$ cat src/cbm_pkg.sv
// Types and constants shared by the cartridge bank mapper.
package cbm_pkg;

   // Result target codes
   typedef enum logic [2:0] {
      TGT_OPEN   = 3'd0,
      TGT_ROM    = 3'd1,
      TGT_RAM_RD = 3'd2,
      TGT_RAM_WR = 3'd3,
      TGT_REG    = 3'd4
   } target_type;

   // Configuration register indexes
   typedef enum logic {
      CSR_ROM_SIZE = 1'b0,
      CSR_RAM_SIZE = 1'b1
   } csr_index_type;

   localparam int ADDR_W     = 16;
   localparam int DATA_W     = 8;
   localparam int ROM_ADDR_W = 21;
   localparam int RAM_ADDR_W = 15;
   localparam int REQ_DATA_W = 24;  // address + write_data
   localparam int RSP_DATA_W = 40;  // rom_address + ram_address, padded to bytes
   localparam int CSR_DATA_W = 3;

   localparam logic [2:0] ROM_CODE_1M = 3'd5;
   localparam logic [2:0] ROM_CODE_2M = 3'd6;
   localparam logic [1:0] RAM_CODE_NONE = 2'd0;
   localparam logic [1:0] RAM_CODE_2K   = 2'd1;
   localparam logic [1:0] RAM_CODE_32K  = 2'd3;
   localparam logic [3:0] RAM_ENABLE_KEY = 4'hA;

endpackage

$ cat src/cartridge_bank_mapper.sv
// Cartridge bank mapper: bus access decode, bank registers and address mapping.
// The response is registered in the response slot from the accepted request transaction.
// Throughput: one transaction per cycle; the response register decouples the sides,
// so a new request is taken whenever the response slot is empty or being drained.
// Reset (synchronous, active high): bank registers, RAM enable, mode and size codes
// clear to zero and the response slot empties.
module cartridge_bank_mapper (
   input  logic                           clock,
   input  logic                           reset,
   // request channel
   input  logic                           req_tvalid,
   output logic                           req_tready,
   input  logic [cbm_pkg::REQ_DATA_W-1:0] req_tdata,  // [15:0] address, [23:16] write_data
   input  logic                           req_tuser,  // [0] kind: 0 read, 1 write
   // response channel
   output logic                           rsp_tvalid,
   input  logic                           rsp_tready,
   output logic [cbm_pkg::RSP_DATA_W-1:0] rsp_tdata,  // [20:0] rom_address, [35:21] ram_address, [39:36] zero
   output logic [2:0]                     rsp_tuser,  // [2:0] target
   // configuration write port
   input  logic                           csr_we,
   input  logic                           csr_index,
   input  logic [cbm_pkg::CSR_DATA_W-1:0] csr_wdata
);

   // configuration
   logic [2:0] rom_size_ff;
   logic [1:0] ram_size_ff;

   // mapper state
   logic       ram_en_ff,    ram_en_in;
   logic [4:0] low_bank_ff,  low_bank_in;
   logic [1:0] high_bank_ff, high_bank_in;
   logic       mode_ff,      mode_in;

   // response slot
   logic                            rsp_valid_ff;
   cbm_pkg::target_type             target_ff,   target_in;
   logic [cbm_pkg::ROM_ADDR_W-1:0]  rom_addr_ff, rom_addr_in;
   logic [cbm_pkg::RAM_ADDR_W-1:0]  ram_addr_ff, ram_addr_in;

   logic [cbm_pkg::ADDR_W-1:0] addr;
   logic [cbm_pkg::DATA_W-1:0] wdata;
   logic                       is_write;
   logic                       accept;

   logic [2:0] rom_code;     // size code with 7 folded onto 2MB
   logic [6:0] rom_mask;
   logic [6:0] lower_bank;
   logic [6:0] upper_bank;
   logic [4:0] low_nz;

   assign addr     = req_tdata[cbm_pkg::ADDR_W-1:0];
   assign wdata    = req_tdata[cbm_pkg::ADDR_W +: cbm_pkg::DATA_W];
   assign is_write = req_tuser;

   // Take a new transaction when the slot is free or drains this cycle.
   assign req_tready = !rsp_valid_ff || rsp_tready;
   assign accept     = req_tvalid && req_tready;

   // ROM bank selection
   always_comb begin
      rom_code = (rom_size_ff > cbm_pkg::ROM_CODE_2M) ? cbm_pkg::ROM_CODE_2M : rom_size_ff;
      rom_mask = 7'((8'd2 << rom_code) - 8'd1);
      low_nz   = (low_bank_ff == 5'd0) ? 5'd1 : low_bank_ff;
      upper_bank = {high_bank_ff, low_nz} & rom_mask;
      // Mode 1 remaps the lower window on 1MB and 2MB parts only.
      if (!mode_ff || rom_code < cbm_pkg::ROM_CODE_1M) begin
         lower_bank = 7'd0;
      end else if (rom_code == cbm_pkg::ROM_CODE_1M) begin
         lower_bank = {1'b0, high_bank_ff[0], 5'd0};
      end else begin
         lower_bank = {high_bank_ff, 5'd0};
      end
   end

   // Access decode
   always_comb begin
      target_in    = cbm_pkg::TGT_OPEN;
      rom_addr_in  = '0;
      ram_addr_in  = '0;
      ram_en_in    = ram_en_ff;
      low_bank_in  = low_bank_ff;
      high_bank_in = high_bank_ff;
      mode_in      = mode_ff;

      if (addr[15:13] == 3'b101) begin
         // external RAM window 0xA000-0xBFFF
         target_in = is_write ? cbm_pkg::TGT_REG : cbm_pkg::TGT_OPEN;
         if (ram_size_ff != cbm_pkg::RAM_CODE_NONE && ram_en_ff) begin
            if (mode_ff && ram_size_ff == cbm_pkg::RAM_CODE_32K) begin
               ram_addr_in = {high_bank_ff, addr[12:0]};
               target_in   = is_write ? cbm_pkg::TGT_RAM_WR : cbm_pkg::TGT_RAM_RD;
            end else if (!(ram_size_ff == cbm_pkg::RAM_CODE_2K && (addr[12] || addr[11]))) begin
               // 2KB parts have nothing above 0xA7FF
               ram_addr_in = {2'b00, addr[12:0]};
               target_in   = is_write ? cbm_pkg::TGT_RAM_WR : cbm_pkg::TGT_RAM_RD;
            end
         end
      end else if (is_write) begin
         target_in = cbm_pkg::TGT_REG;
         case (addr[15:13])
            3'b000: ram_en_in    = (wdata[3:0] == cbm_pkg::RAM_ENABLE_KEY);
            3'b001: low_bank_in  = wdata[4:0];
            3'b010: high_bank_in = wdata[1:0];
            3'b011: mode_in      = wdata[0];
            default: ;  // unmapped writes change nothing
         endcase
      end else if (!addr[15]) begin
         target_in = cbm_pkg::TGT_ROM;
         if (!addr[14]) begin
            rom_addr_in = {lower_bank, addr[13:0]};
         end else begin
            rom_addr_in = {upper_bank, addr[13:0]};
         end
      end
   end

   // configuration registers
   always_ff @(posedge clock) begin
      if (reset) begin
         rom_size_ff <= '0;
         ram_size_ff <= '0;
      end else if (csr_we) begin
         case (cbm_pkg::csr_index_type'(csr_index))
            cbm_pkg::CSR_ROM_SIZE: rom_size_ff <= csr_wdata;
            cbm_pkg::CSR_RAM_SIZE: ram_size_ff <= csr_wdata[1:0];
            default: ;
         endcase
      end
   end

   // mapper state, updated only by accepted write transactions
   always_ff @(posedge clock) begin
      if (reset) begin
         ram_en_ff    <= 1'b0;
         low_bank_ff  <= '0;
         high_bank_ff <= '0;
         mode_ff      <= 1'b0;
      end else if (accept) begin
         ram_en_ff    <= ram_en_in;
         low_bank_ff  <= low_bank_in;
         high_bank_ff <= high_bank_in;
         mode_ff      <= mode_in;
      end
   end

   // response slot
   always_ff @(posedge clock) begin
      if (reset) begin
         rsp_valid_ff <= 1'b0;
      end else if (req_tready) begin
         rsp_valid_ff <= req_tvalid;
      end
   end

   always_ff @(posedge clock) begin
      if (accept) begin
         target_ff   <= target_in;
         rom_addr_ff <= rom_addr_in;
         ram_addr_ff <= ram_addr_in;
      end
   end

   assign rsp_tvalid = rsp_valid_ff;
   assign rsp_tuser  = target_ff;
   assign rsp_tdata  = {4'd0, ram_addr_ff, rom_addr_ff};

endmodule
$ cat config.mk
export PLATFORM = sky130hd
export DESIGN_NAME = cartridge_bank_mapper
export DESIGN_NICKNAME = d
export VERILOG_FILES = /design/src/cbm_pkg.sv /design/src/cartridge_bank_mapper.sv
export SDC_FILE = /design/constraint.sdc
export NUM_CORES = 1
export LEC_CHECK = 0
export ABC_CLOCK_PERIOD_IN_PS = 3200
export CORE_MARGIN = 8
export CORE_UTILIZATION = 30
export CTS_CLUSTER_SIZE = 30
export DETAILED_ROUTE_END_ITERATION = 10
export DONT_BUFFER_PORTS = 1
export SYNTH_ARGS = -nofsm -noshare
export SYNTH_HDL_FRONTEND = slang
export SYNTH_SLANG_ARGS = --single-unit
$ cat constraint.sdc
create_clock -name clock -period 3.2 [get_ports clock]
set_input_delay 0 -clock clock [delete_from_list [all_inputs] [get_ports clock]]
set_output_delay 0 -clock clock [all_outputs]
set_load 0.05 [all_outputs]
==> metrics.md <==
| Metric | Value |
|---|---|
| DP Cell Count | `262` |
| Post-synthesis cell type count | `32` |
| Horiz. Die Dim | `102 um` |
| Vias in the first global route | `1,411` |
| Final Slew Violations | `0` |
| I/O Pins | `79` |
| Place WS | `1080 ps` |
| Syn Inst Count | `169` |
| Gpl congestion | `0.769` |
| Status | `finished, final reports clean` |
| Sw frac | `27.3%` |
| Largest net degree at the start of global routing | `40` |
| First-pass GRT wire length | `7.38 mm` |
| Clk pwr share | `26.4%` |
| # setup viols final | `0` |
| Mapped Area | `0.00223 mm^2` |
| Seq pwr share | `66.3%` |
| # rows | `31` |
| Port Buffers | `0` |
| Setup TNS | `0 ps` |
| Max IR drop VDD | `186 uV` |
| Hold Crit Class | `in2reg` |
| Cells resized by post-CTS repair | `0` |
| Hold_sp | `csr_index` |
| Logic pwr share | `7.3%` |
| Top-area cell type share of the netlist area | `52.6%` |
| Area leader, netlist | `edfxtp_1` |
| Critical path type | `reg2reg` |
| Die Height | `102 um` |
| Initial Utilization | `30.9%` |
| Avg Cell Area, Syn | `13.2 um^2` |
| Post-Layout Cell Count | `305` |
| CTS tree | `done` |
| Clock buffer depth | `2` |
| Critical Path AT | `2020 ps` |
| Register Area | `0.00147 mm^2` |
| DP Wirelength | `3.44 mm` |
| Switch Pwr | `0.000368 W` |
| Worst r2r src | `rsp_tvalid` |
| Total die area | `0.0104 mm^2` |
| Final net count | `240` |
| Sequential fraction of the synthesis area | `66.1%` |
| Static leakage | `0.989 nW` |
| Period minus WS final | `2090 ps` |
| Largest family of logic cells by synthesized area | `simple AND/OR/NAND/NOR gates` |
| Via density | `4.46` |
| Clock sinks | `54` |
| Clk slew on worst S/H paths | `90 ps` |
| Critical Path Fanout Max | `39` |
| CP endpoint kind | `register` |
| # DRC | `0` |
| Setup crit start kind | `register` |
| Adder-cell area share of the yosys netlist | `0%` |
| Final setup margin | `1110 ps` |
| Total Power | `0.00135 W` |
| Post-DR wirelength/cell | `15.6 um` |
| Clk_lat worst skew | `290 ps` |
| Maxcap violations | `0` |
| Starting DRT DRC Count | `79` |
| H-tree levels | `2` |
| Fill cell count | `701` |
| Int Power | `0.000980 W` |
| Clock root cell | `clkbuf_8` |
| CP Launch Point | `rsp_tvalid` |
| Synth Area in Compound Gates | `2.75%` |
| Antenna cells | `0` |
| Synth Area in XOR/XNOR | `0%` |
| Flop2flop setup slack | `1110 ps` |
| P per Cell Area | `492 mW/mm^2` |
| Post-Route WL | `4.76 mm` |
| Area taken by multi-input logic gates | `701 um^2` |
| Hold Vio Cnt, Final | `0` |
| Seq cells post-synth | `54` |
| DRT antenna net count | `0` |
| Via count of the routed design | `1,360` |
| Post-synthesis mux area share | `5.39%` |
| Setup Skew | `3.32 ps` |
| Pre-Repair DR Iteration Count | `4` |
| Layout cell share with drive strength beyond 1 | `5.34%` |
| Initial antenna violation count | `0` |
| P&R area growth vs syn | `23.2%` |
| Core area | `0.00721 mm^2` |
| Num CTS Buffers | `5` |
| Fmax | `479 MHz` |
| Synth warnings | `0` |
| Final critical-path share of the clock period | `65.3%` |
| Final Cell Area | `0.00274 mm^2` |
| Simple-gate share of the synthesized area | `22.6%` |
| Synth area leaders | `edfxtp_1 (53%), dfxtp_1 (13%), and2_1 (7.9%), mux2i_1 (5.4%), or2b_1 (3.0%)` |
| Total GRT Usage | `9.24%` |
| Slew headroom | `35.4%` |
| Post-DP Area | `0.00230 mm^2` |
| Worst Path Required | `3130 ps` |
| Slew @ Worst Pin | `965 ps` |
| GRT overflow | `0` |
| RSZ-0062 raised after global routing | `false` |
[final timing paths]
check / endpoint / cells past startpoint
worst min-delay path: rom_size_ff[1] / 3
worst max register to register: rom_addr_ff[18] / 2
worst max-delay path: rom_addr_ff[18] / 2
worst min register to register: high_bank_ff[0] / 2
[cell usage after synthesis, drive strengths merged]
cell,instances
a21o,1
a21oi,4
and2,28
and2b,2
and3,3
and4,3
and4b,1
and4bb,1
buf,7
clkbuf,2
conb,1
dfxtp,15
edfxtp,39
inv,1
mux2i,12
nand2,6
nand2b,6
nand3,2
nand4,2
nand4b,1
nor2,13
nor2b,2
nor3b,2
nor4,1
o211ai,1
o21a,1
o21ai,2
o31ai,1
or2b,9
[sequential cells by signal, indices dropped and copies added, names as in the netlist]
name          cells
ram_en_ff         1
ram_addr_ff      15
rsp_tvalid        1
rsp_tuser         3
low_bank_ff       5
rom_addr_ff      21
rom_size_ff       3
ram_size_ff       2
mode_ff           1
high_bank_ff      2
[layout make-up]
class                   instances  share of cell area (%)
clock inverters                 2                   0.547
multi-input cells             108                    25.5
clock buffers                   5                    2.51
well taps                      99                    4.51
repair buffers                 36                    13.1
inverters                       1                   0.137
flip-flops and latches         54                    53.6
[routing by layer]
| metal | part of all wire (%) | GRT usage (%) | vias to the layer above |
|---|---|---|---|
| li1 | - | - | 658 |
| met1 | 48 | 11.7 | 624 |
| met2 | 42 | 13.9 | 69 |
| met3 | 8.7 | 3.54 | 9 |
| met4 | 2.2 | 3.50 | 0 |
| met5 | 0 | 0 | - |
[power by group through the flow]
| stage | combinational (W) | sequential (W) | clock (W) |
|---|---|---|---|
| after floorplan | 0.0000554 | 0.000904 | 0 |
| after global placement | 0.0000560 | 0.000912 | 0 |
| after detailed placement | 0.0000565 | 0.000913 | 0 |
| after CTS | 0.0000988 | 0.000897 | 0.000366 |
| after global routing | 0.000108 | 0.000898 | 0.000405 |
| final | 0.0000980 | 0.000895 | 0.000356 |
[cells in the final DEF, fill, tap and decap left out]
cell type,count
and2b_2,1
nand3_1,2
a21o_1,1
o21a_2,1
nand4b_1,1
o31ai_1,1
o211ai_1,1
and2b_1,1
nor3b_1,2
and4_1,3
clkinvlp_4,2
mux2i_1,12
or2b_1,9
and4b_1,1
and2_2,1
edfxtp_1,39
nand2b_1,5
nor2_1,13
nand2b_2,1
and3_1,3
a21oi_1,4
nor4_1,1
o21ai_0,2
clkbuf_8,5
nand2_1,6
conb_1,4
and4bb_1,1
and2_1,27
nor2b_1,2
nand4_1,2
inv_1,1
dlygate4sd3_1,36
dfxtp_1,15
[worst max-delay path, stage by stage, from the launching register on]
cell and delay, ps:
dfxtp_1 510, nand2b_2 410, and2_2 780
[stage by stage]
stage	util, %	hold WS [ps]
2_1_floorplan	-	128
3_3_place_gp	31.9	75.1
3_5_place_dp	31.9	76.9
4_1_cts	38.0	5.09
5_1_grt	38.0	25.1
6_report	38.0	8.67
[cells by family after synthesis]
logic type | Yosys count
buffers and inverters | 10
flip-flops | 54
AO/OA/AOI/OAI | 10
other | 1
multiplexers | 12
AND/OR/NAND/NOR | 82
[what timing repair did]
| action | CTS | global route |
|---|---|---|
| hold buffers | 36 | 0 |
| setup buffers | 0 | 0 |
| endpoints found under the hold margin | 45 | 0 |
Note: power is estimated with default switching activity, not from simulation.
